<file path="config.mk">
export PLATFORM = sky130hd
export DESIGN_NAME = gte_ctrl
export DESIGN_NICKNAME = d
export VERILOG_FILES = /design/src/sv/gte_pkg.sv /design/src/sv/gte_ctrl.sv
export SDC_FILE = /design/constraint.sdc
export NUM_CORES = 1
export LEC_CHECK = 0
export BUFFER_PORTS_ARGS = -buffer_cell sky130_fd_sc_hd__buf_4
export CAP_MARGIN = 20
export CORE_MARGIN = 2
export CORE_UTILIZATION = 52
export CTS_CLUSTER_SIZE = 12
export DETAILED_ROUTE_END_ITERATION = 10
export GPL_ROUTABILITY_DRIVEN = 1
export PLACE_DENSITY = 0.83
export REMOVE_ABC_BUFFERS = 1
export SLEW_MARGIN = 20
export SYNTH_ARGS = -nofsm -noshare
export SYNTH_HDL_FRONTEND = slang
export SYNTH_SLANG_ARGS = --single-unit
</file>
<file path="constraint.sdc">
create_clock -name clk -period 1.7 [get_ports clk]
set_clock_uncertainty 0.15 [all_clocks]
set_input_delay 0.34 -clock clk [delete_from_list [all_inputs] [get_ports clk]]
set_output_delay 0.34 -clock clk [all_outputs]
set_load 0.1 [all_outputs]
</file>
<file path="src/sv/gte_pkg.sv">
// Shared types and constants for the Goertzel THD estimator.
// No dependencies; imported by every module of the block.
package gte_pkg;

	localparam int MAX_SAMPLES_DEF = 4096;
	localparam int SAMPLE_BITS_DEF = 16;
	localparam int GFRAC = 8;
	localparam int MIN_SAMPLES = 8;
	localparam int COEF_W = 32;
	localparam int THD_W = 24;
	localparam int STAT_W = 2;
	localparam int ACC_W = 64;
	localparam int EX_W = 8;
	localparam int EX_INIT = 32 + 2 * GFRAC - 1;
	localparam int DIV_STEPS = 64;
	localparam int SQRT_STEPS = 32;
	localparam int STEP_W = 6;
	localparam int CFG_IDX_W = 1;

	localparam logic [CFG_IDX_W-1:0] REG_COS = 1'b0;
	localparam logic [CFG_IDX_W-1:0] REG_SIN = 1'b1;

	localparam logic [COEF_W-1:0] COS_RESET = 32'h4000_0000;
	localparam logic [COEF_W-1:0] SIN_RESET = 32'h0000_0000;

	// floor((2^64 - 1) / 10000)
	localparam logic [ACC_W-1:0] X_LIMIT = 64'd1844674407370955;
	localparam logic [13:0] XM_SCALE = 14'd10000;

	typedef enum logic [STAT_W-1:0] {
		STAT_OK     = 2'd0,
		STAT_SHORT  = 2'd1,
		STAT_ZERO   = 2'd2,
		STAT_NOFUND = 2'd3
	} gte_stat_t;

	typedef enum logic [4:0] {
		OP_NONE, OP_TAKE, OP_LD_PC, OP_LD_P2C, OP_LD_P2S, OP_MLO, OP_MHI, OP_MSAT,
		OP_SUPD, OP_FRE, OP_FIM, OP_STAT, OP_NORM, OP_SQA, OP_SQB, OP_EN, OP_ENADJ,
		OP_DINIT, OP_DSTEP, OP_DEXT, OP_DSHR, OP_X, OP_XM, OP_SQRT, OP_THD, OP_OUT
	} gte_op_t;

	typedef enum logic [4:0] {
		ST_IDLE, ST_SLD, ST_MLO, ST_MHI, ST_MSAT, ST_SUPD, ST_FCHK, ST_FLDC, ST_FRE,
		ST_FLDS, ST_FIM, ST_FZ, ST_FSTAT, ST_NORM, ST_SQA, ST_SQB, ST_EN, ST_ENADJ,
		ST_DINIT, ST_DIV, ST_DEXT, ST_XCHK, ST_XM, ST_SQRT, ST_THD, ST_DONE
	} gte_state_t;

	typedef enum logic [1:0] {
		PH_SAMPLE, PH_RE, PH_IM
	} gte_phase_t;

	typedef struct packed {
		gte_op_t op;
	} gte_cmd_t;

	typedef struct packed {
		logic full;
		logic last;
		logic cnt_lt8;
		logic e_zero;
		logic mag_zero;
		logic norm_done;
		logic en_ovf;
		logic ex_neg;
		logic ex_zero;
		logic q_small;
		logic x_big;
	} gte_sts_t;

endpackage

</file>
<file path="src/sv/gte_ctrl.sv">
// Controller: sequences the per-sample recurrence and the end-of-record
// evaluation, and owns the stream handshakes. Uses gte_pkg.
module gte_ctrl import gte_pkg::*; (
	input  logic     clk,
	input  logic     arst_n,
	input  logic     s_tvalid,
	output logic     s_tready,
	output logic     m_tvalid,
	input  logic     m_tready,
	input  gte_sts_t sts,
	output gte_cmd_t cmd
);

	gte_state_t state_q, state_d;
	gte_phase_t phase_q, phase_d;
	logic [STEP_W-1:0] step_q, step_d;
	logic out_valid_q, load_out;

	always_ff @(posedge clk or negedge arst_n) begin
		if (!arst_n) begin
			state_q     <= ST_IDLE;
			phase_q     <= PH_SAMPLE;
			step_q      <= '0;
			out_valid_q <= 1'b0;
		end else begin
			state_q     <= state_d;
			phase_q     <= phase_d;
			step_q      <= step_d;
			out_valid_q <= load_out | (out_valid_q & ~m_tready);
		end
	end

	always_comb begin
		state_d  = state_q;
		phase_d  = phase_q;
		step_d   = step_q;
		cmd.op   = OP_NONE;
		s_tready = 1'b0;
		load_out = 1'b0;
		unique case (state_q)
			ST_IDLE: begin
				s_tready = 1'b1;
				if (s_tvalid) begin
					cmd.op  = OP_TAKE;
					state_d = ST_SLD;
				end
			end
			ST_SLD: begin
				cmd.op  = OP_LD_PC;
				phase_d = PH_SAMPLE;
				if (sts.full) state_d = sts.last ? ST_FCHK : ST_IDLE;
				else state_d = ST_MLO;
			end
			ST_MLO: begin
				cmd.op  = OP_MLO;
				state_d = ST_MHI;
			end
			ST_MHI: begin
				cmd.op  = OP_MHI;
				state_d = ST_MSAT;
			end
			ST_MSAT: begin
				cmd.op = OP_MSAT;
				unique case (phase_q)
					PH_SAMPLE: state_d = ST_SUPD;
					PH_RE:     state_d = ST_FRE;
					PH_IM:     state_d = ST_FIM;
					default:   state_d = ST_IDLE;
				endcase
			end
			ST_SUPD: begin
				cmd.op  = OP_SUPD;
				state_d = sts.last ? ST_FCHK : ST_IDLE;
			end
			ST_FCHK: state_d = (sts.cnt_lt8 || sts.e_zero) ? ST_FSTAT : ST_FLDC;
			ST_FLDC: begin
				cmd.op  = OP_LD_P2C;
				phase_d = PH_RE;
				state_d = ST_MLO;
			end
			ST_FRE: begin
				cmd.op  = OP_FRE;
				state_d = ST_FLDS;
			end
			ST_FLDS: begin
				cmd.op  = OP_LD_P2S;
				phase_d = PH_IM;
				state_d = ST_MLO;
			end
			ST_FIM: begin
				cmd.op  = OP_FIM;
				state_d = ST_FZ;
			end
			ST_FZ: state_d = sts.mag_zero ? ST_FSTAT : ST_NORM;
			ST_FSTAT: begin
				cmd.op  = OP_STAT;
				state_d = ST_DONE;
			end
			ST_NORM: begin
				if (sts.norm_done) state_d = ST_SQA;
				else cmd.op = OP_NORM;
			end
			ST_SQA: begin
				cmd.op  = OP_SQA;
				state_d = ST_SQB;
			end
			ST_SQB: begin
				cmd.op  = OP_SQB;
				state_d = ST_EN;
			end
			ST_EN: begin
				cmd.op  = OP_EN;
				state_d = ST_ENADJ;
			end
			ST_ENADJ: begin
				cmd.op  = OP_ENADJ;
				state_d = sts.en_ovf ? ST_EN : ST_DINIT;
			end
			ST_DINIT: begin
				cmd.op  = OP_DINIT;
				step_d  = STEP_W'(DIV_STEPS - 1);
				state_d = ST_DIV;
			end
			ST_DIV: begin
				cmd.op = OP_DSTEP;
				if (step_q == '0) state_d = ST_DEXT;
				else step_d = step_q - 1'b1;
			end
			ST_DEXT: begin
				if (sts.ex_zero) state_d = ST_XCHK;
				else if (sts.ex_neg) cmd.op = OP_DSHR;
				else cmd.op = OP_DEXT;
			end
			ST_XCHK: begin
				cmd.op  = OP_X;
				state_d = (sts.q_small || sts.x_big) ? ST_DONE : ST_XM;
			end
			ST_XM: begin
				cmd.op  = OP_XM;
				step_d  = STEP_W'(SQRT_STEPS - 1);
				state_d = ST_SQRT;
			end
			ST_SQRT: begin
				cmd.op = OP_SQRT;
				if (step_q == '0) state_d = ST_THD;
				else step_d = step_q - 1'b1;
			end
			ST_THD: begin
				cmd.op  = OP_THD;
				state_d = ST_DONE;
			end
			ST_DONE: begin
				if (!out_valid_q || m_tready) begin
					cmd.op   = OP_OUT;
					load_out = 1'b1;
					state_d  = ST_IDLE;
				end
			end
			default: state_d = ST_IDLE;
		endcase
	end

	assign m_tvalid = out_valid_q;

endmodule

</file>
==> impl_metrics.csv, run 1 <==
group,metric,value,unit
status,status,"complete, but fails checks",
synthesis,ys.flop_type,"dfrtp_1",
setup_path,arrival,1970,ps
timing,setup_viol,17,
cts,clk_pin_slew,120,ps
setup_path,worstReg2RegEnd,"state_q[1]$_DFFE_PN0P_",
synthesis,avgSynthCellArea,7.99,sq um
synthesis,yosysSeqAreaShare,22.2,%
global_route,grt_pass1_wl,9.17,mm
setup_path,cp-end-kind,"output port",
die,die-area,3500,sq um
timing,min_period_over_period,145,%
timing,relSlewSlack,75.6,%
setup_path,crit_top_cell,"a21oi_1",
placement,port_buffers,21,
setup_path,ff2ff_setup_slack,-610,ps
finish,layoutNonFillerInstCount,314,
placement,hpwl,3.86,mm
cts,numCtsBuffers,3,
timing,fmax,0.406,GHz
synthesis,synth_top_family_by_area,"compound AO/OA/AOI/OAI gates",
global_route,grt_pass1_vias,1888,
setup_path,cp_cell_sequence,"buf_6 > inv_1 > a21oi_1 > nor3b_1 > a21oi_1 > o22ai_2 > buf_12",
setup_path,startpoint_type,"flop",
finish,n_fill_cell,137,
timing,worstMarginPinSlew,366,ps
setup_path,worst-path-stages,7,
synthesis,ys_ff_latch,14,
placement,dp.cells,295,
pwr,max-vdd-ir-drop,1310,uV
global_route,grt.overflow.total,0,
setup_path,rr_startpoint,"state_q[0]$_DFFE_PN0P_",
detailed_routing,wl,7.59,mm
synthesis,synth_compound_area_share,32.0,%
finish,final_nets,301,
timing,maxSlewViolCount,0,
die,ioPinCount,22,
cts,htree_levels,1,
synthesis,synth-simple-area-share,30.7,%
synthesis,yosysWarnings,0,
detailed_routing,wire_per_inst,24.2,um
setup_path,critPathBufInv,3,
timing,post-route-min-period,2460,ps
placement,place.gp.congestion,0.982,
synthesis,synth_cell_types,60,
synthesis,syn_area,1580,sq um
synthesis,synth-xor-area-share,2.14,%
synthesis,synthMuxAreaShare,0.633,%
setup_path,critPathMaxFanout,6,
cts,root_buffer,"clkbuf_4",
timing,hold_viol_final,0,
setup_path,ff2ff_path_depth,8,
synthesis,synthCells,198,
flow_run,cap_violations,0,
global_route,grt_max_degree,20,
detailed_routing,drtIter0Drc,408,
finish,syn2layout_area_growth,62.5,%
detailed_routing,first_pass_iters,5,
global_route,grtUsageTotal,35.9,%
setup_path,slowest_stage,"dfrtp_2",
die,initial_core_util,53.1,%
cts,tritoncts,"done",
die,die-width,59.2,um
status,violations,"negative setup slack",
finish,final_util,86.3,%
setup_path,path_class,"reg2out",
setup_path,worstSetupStartpoint,"state_q[0]$_DFFE_PN0P_",
detailed_routing,avgViaCountPerCell,7.10,
die,core_area,2980,sq um
cts,insertion_delay,320,ps
finish,drive_gt1_share,50.9,%
die,die_height,59.2,um
detailed_routing,antenna_left,0,
synthesis,synth_edf_count,0,
min_path,hp-class,"in2async",
setup_path,critPathTopFamily,"flip-flops",
timing,rsz0062_at_grt,"yes",
cts,clk_path_buf_depth,2,
synthesis,synthAdderAreaFrac,3.16,%
detailed_routing,vias,2229,
finish,antennaDiodeCount,0,
die,fp-row-count,20,
synthesis,synthArstFlopShare,100,%
cts,clock-sinks,14,
detailed_routing,route.detailed.drc,0,
global_route,antenna_found_initial,0,
pwr,power_density,2260,nW/um^2
pwr,p_leak,1.12,nW
setup_path,cp_data_required_time,1210,ps
timing,worst_slack,-762,ps
setup_path,cp-endpoint,"cmd[3]",
setup_path,critPathMaxStageDelay,460,ps
## Yosys cell counts, types with 5 or more instances
| cell | number | area share, % |
|---|---|---|
| o21ai_0 | 20 | 6.3 |
| nor2_1 | 18 | 4.3 |
| dfrtp_1 | 14 | 22 |
| a21oi_1 | 9 | 2.8 |
| inv_1 | 9 | 2.1 |
| nand2_1 | 9 | 2.1 |
| nand2b_1 | 9 | 3.6 |
| nor2b_1 | 9 | 3.6 |
| nor3_1 | 8 | 2.5 |
| buf_4 | 6 | 2.8 |
| buf_2 | 5 | 1.6 |
## worst min path at each step
stage / from / end / slack (ps) / cells after the start
6_report: arst_n / step_q[5]$_DFFE_PN0P_ / 250 / 2
3_5_place_dp: arst_n / m_tvalid$_DFF_PN0_ / 50 / 1
4_1_cts: arst_n / m_tvalid$_DFF_PN0_ / 270 / 2
2_1_floorplan: arst_n / m_tvalid$_DFF_PN0_ / -110 / 0
3_3_place_gp: arst_n / m_tvalid$_DFF_PN0_ / 50 / 1
5_1_grt: arst_n / state_q[2]$_DFFE_PN0P_ / 260 / 2
## state kept, by name, indices dropped and copies added, names as in the netlist
register  cells
step_q        6
m_tvalid      1
phase_q       2
state_q       5
## routing by layer
layer / track usage [%] / vias to the layer above / share of wire, %
met2: 59.4 / 225 / 48
met5: 0 / - / 0
met4: 20.8 / 0 / 9.2
met1: 43.4 / 1015 / 33
li1: - / 908 / -
met3: 6.77 / 81 / 9.8
## report_power, final
part | leakage [nW] | switching (mW) | internal (mW)
registers | 0.167 | 0.150 | 0.477
clock network | 0.0210 | 0.152 | 0.131
logic | 0.929 | 2.86 | 2.05
total | 1.12 | 3.16 | 2.66
## cell type report
type                    instances  area [sq um]  area share [%]
multi-input cells             159          1270            49.3
repair buffers                 95           837            32.6
flip-flops and latches         14           354            13.8
well taps                      33          41.3            1.61
clock buffers                   4          36.3            1.41
inverters                       9          33.8            1.31
## cells in the final DEF, fill, tap and decap left out, types with 4 or more instances in the layout
cell	netlist	routed
nand2b_1	9	6
inv_1	9	9
nor2_1	18	12
nor2b_1	9	6
nor3_1	8	6
buf_4	6	73
buf_6	3	15
ha_1	4	4
dfrtp_1	14	11
o21ai_0	20	15
nand3b_1	4	4
nand2_1	9	8
buf_12	0	4
a21oi_1	9	7
## timing repair
action | in CTS | in global routing
pin swaps | 7 | 17
setup endpoints to repair | 17 | 17
gates resized for setup | 30 | 47
hold buffers | 1 | 0
endpoints found under the hold margin | 14 | 0
cloned | 0 | 1
buffers inserted | 5 | 9
## cells by family (layout without fill, tap and decap cells)
group                      count (synthesis)  after routing
and+or+nand+nor                           80             80
AOI/OAI and AO/OA                         71             71
buffers and inverters                     25            108
DFF                                       14             14
adders and majority gates                  4              4
xor gates and xnor gates                   3              3
muxes                                      1              1
## metrics by stage
stage	cell area, sq um	setup WS (ps)	hold WS [ps]	TNS, ps	power [mW]
after floorplan	1470	-2230	-106	-14910	2.75
after global placement	2120	-387	50.3	-3910	4.18
after detailed placement	2120	-417	53.5	-4600	4.29
after CTS	2320	-631	270	-7280	4.89
after global routing	2570	-875	263	-10550	5.99
final	2570	-762	245	-10010	5.82
Power figures use the tool's default switching activity.
==> run 2: changes to the inputs <==
--- a/config.mk
+++ b/config.mk
@@ -5,14 +5,14 @@
 export SDC_FILE = /design/constraint.sdc
 export NUM_CORES = 1
 export LEC_CHECK = 0
-export BUFFER_PORTS_ARGS = -buffer_cell sky130_fd_sc_hd__buf_4
+export BUFFER_PORTS_ARGS = -buffer_cell sky130_fd_sc_hd__buf_2
 export CAP_MARGIN = 20
 export CORE_MARGIN = 2
-export CORE_UTILIZATION = 52
+export CORE_UTILIZATION = 25
 export CTS_CLUSTER_SIZE = 12
 export DETAILED_ROUTE_END_ITERATION = 10
 export GPL_ROUTABILITY_DRIVEN = 1
-export PLACE_DENSITY = 0.83
+export PLACE_DENSITY = 0.5
 export REMOVE_ABC_BUFFERS = 1
 export SLEW_MARGIN = 20
 export SYNTH_ARGS = -nofsm -noshare
==> run 2 against run 1 <==
Compared with the run above:
- the flow still finishes with violations (negative setup slack)
- routed wire length is 33% lower
- design area shrank 2.6%
- critical path depth is 2 lower
- combinational power is 9.4% lower
- worst hold slack better by 130 ps
- via count down 21%
- sequential cell count stayed put
- clock-buffer cell count stayed put
- maximum frequency is 7.5% higher
- die area increased by 99%
- register-to-register slack gained 220 ps
- critical path type unchanged
==> impl_metrics.csv, run 2 (synthesis gave the netlist of run 1 again) <==
group,metric,value,unit
placement,place.gp.congestion,0.852,
timing,hold_viol_final,0,
finish,antennaDiodeCount,0,
timing,rsz0062_at_grt,"yes",
finish,multiInputGateArea,1200,sq um
finish,final_nets,293,
timing,min_period_over_period,135,%
detailed_routing,first_pass_iters,4,
cts,insertion_delay,250,ps
timing,setup_viol,17,
die,die-area,6980,sq um
global_route,grt_pass1_vias,1751,
detailed_routing,route.detailed.drc,0,
finish,n_fill_cell,627,
setup_path,cp-end-kind,"output port",
pwr,power_density,2150,nW/um^2
finish,layout_common_cells,"buf_4 (52), o21ai_0 (15), buf_2 (15)",
placement,hpwl,3.83,mm
placement,dp.cells,339,
global_route,grt.overflow.total,0,
cts,clock-sinks,14,
setup_path,ff2ff_path_depth,7,
finish,layoutNonFillerInstCount,348,
die,initial_core_util,26.2,%
detailed_routing,wire_per_inst,14.5,um
timing,worstMarginPinSlew,489,ps
die,die-width,83.5,um
detailed_routing,antenna_left,0,
die,core_area,6030,sq um
die,ioPinCount,22,
flow_run,cap_violations,0,
timing,post-route-min-period,2290,ps
setup_path,rr_startpoint,"state_q[0]$_DFFE_PN0P_",
placement,port_buffers,21,
finish,largest_registers,"step_q x6, state_q x5, phase_q x2",
finish,drive_gt1_share,47.3,%
die,fp-row-count,28,
detailed_routing,drtIter0Drc,127,
cts,htree_levels,1,
pwr,p_leak,1.07,nW
setup_path,startpoint_type,"flop",
die,die_height,83.5,um
global_route,grtUsageTotal,14.7,%
timing,maxSlewViolCount,0,
finish,syn2layout_area_growth,58.2,%
min_path,hp-class,"in2async",
cts,root_buffer,"clkbuf_8",
global_route,antenna_found_initial,0,
finish,regArea,352,sq um
setup_path,critPathMaxFanout,3,
setup_path,slowest_stage,"or4_4",
cts,numCtsBuffers,3,
setup_path,critPathMaxStageDelay,440,ps
status,status,"complete, but fails checks",
timing,worst_slack,-591,ps
pwr,max-vdd-ir-drop,1670,uV
detailed_routing,wl,5.06,mm
setup_path,path_class,"reg2out",
detailed_routing,avgViaCountPerCell,5.07,
status,violations,"negative setup slack",
setup_path,cp_cell_sequence,"nand2b_1 > or4_4 > o21a_1 > o221ai_2 > buf_12",
detailed_routing,vias,1763,
timing,relSlewSlack,67.7,%
global_route,grt_pass1_wl,8.60,mm
finish,top_register,"step_q",
setup_path,arrival,1800,ps
global_route,grt_max_degree,22,
cts,clk_pin_slew,60,ps
setup_path,ff2ff_setup_slack,-390,ps
setup_path,worstReg2RegEnd,"state_q[1]$_DFFE_PN0P_",
timing,fmax,0.437,GHz
cts,tritoncts,"done",
timing,setup-tns-final,-5860,ps
finish,final_common_cell,"buf_4",
cts,clk_path_buf_depth,2,
finish,largest_reg_flops,6,
setup_path,cp_data_required_time,1210,ps
run 2: through the flow:
step / area, sq um / util, % / total power, mW / hold WS [ps] / setup WS [ps]
floorplan: 1470 / - / 2.75 / -106 / -2230
global placement: 2240 / 37.2 / 4.68 / 114 / -406
detailed placement: 2240 / 37.2 / 4.68 / 118 / -414
CTS: 2410 / 40.1 / 5.24 / 395 / -560
global route: 2500 / 41.5 / 5.74 / 417 / -628
finish: 2500 / 41.5 / 5.39 / 378 / -591
run 2: cell type report:
type	count	area share (%)
inverters	9	1.35
multi-input cells	159	47.9
clock buffers	4	2.20
flip-flops and latches	14	14.0
well taps	75	3.75
repair buffers	87	30.7
run 2: worst max-delay path by stage:
stage | from | endpoint | slack, ps | depth (start not counted)
3_3_place_gp | state_q[1]$_DFFE_PN0P_ | cmd[1] | -410 | 5
4_1_cts | state_q[1]$_DFFE_PN0P_ | cmd[1] | -560 | 5
2_1_floorplan | state_q[2]$_DFFE_PN0P_ | cmd[2] | -2230 | 4
5_1_grt | state_q[0]$_DFFE_PN0P_ | cmd[1] | -630 | 5
3_5_place_dp | state_q[1]$_DFFE_PN0P_ | cmd[1] | -410 | 5
6_report | state_q[0]$_DFFE_PN0P_ | cmd[1] | -590 | 5
run 2: repair_timing:
item                                    CTS  global route
hold buffers                              1             0
gates resized for setup                  26            20
cloned                                    0             0
endpoints found under the setup margin   17            17
endpoints found under the hold margin    14             0
setup buffers                             2             2
pin swaps                                 5             3
run 2: critical path: cells and delay by family (launching register included):
kind | cells | cell delay [ps]
buffers and inverters | 1 | 210
AOI/OAI and AO/OA | 2 | 310
DFF | 1 | 410
and+or+nand+nor | 2 | 620
run 2: report_power, final:
group | leakage [nW] | switching (mW) | internal [mW] | total (mW)
Combinational | 0.872 | 2.44 | 2.01 | 4.45
Sequential | 0.170 | 0.125 | 0.474 | 0.599
Clock | 0.0288 | 0.130 | 0.205 | 0.336
Total | 1.07 | 2.70 | 2.69 | 5.39
run 2: metal layers:
metal	global-route usage [%]	share of wire (%)	vias up
li1	-	-	887
met4	3.08	0.41	0
met1	22.7	48	825
met3	1.48	5.5	2
met2	22.0	46	49
met5	0	0	-
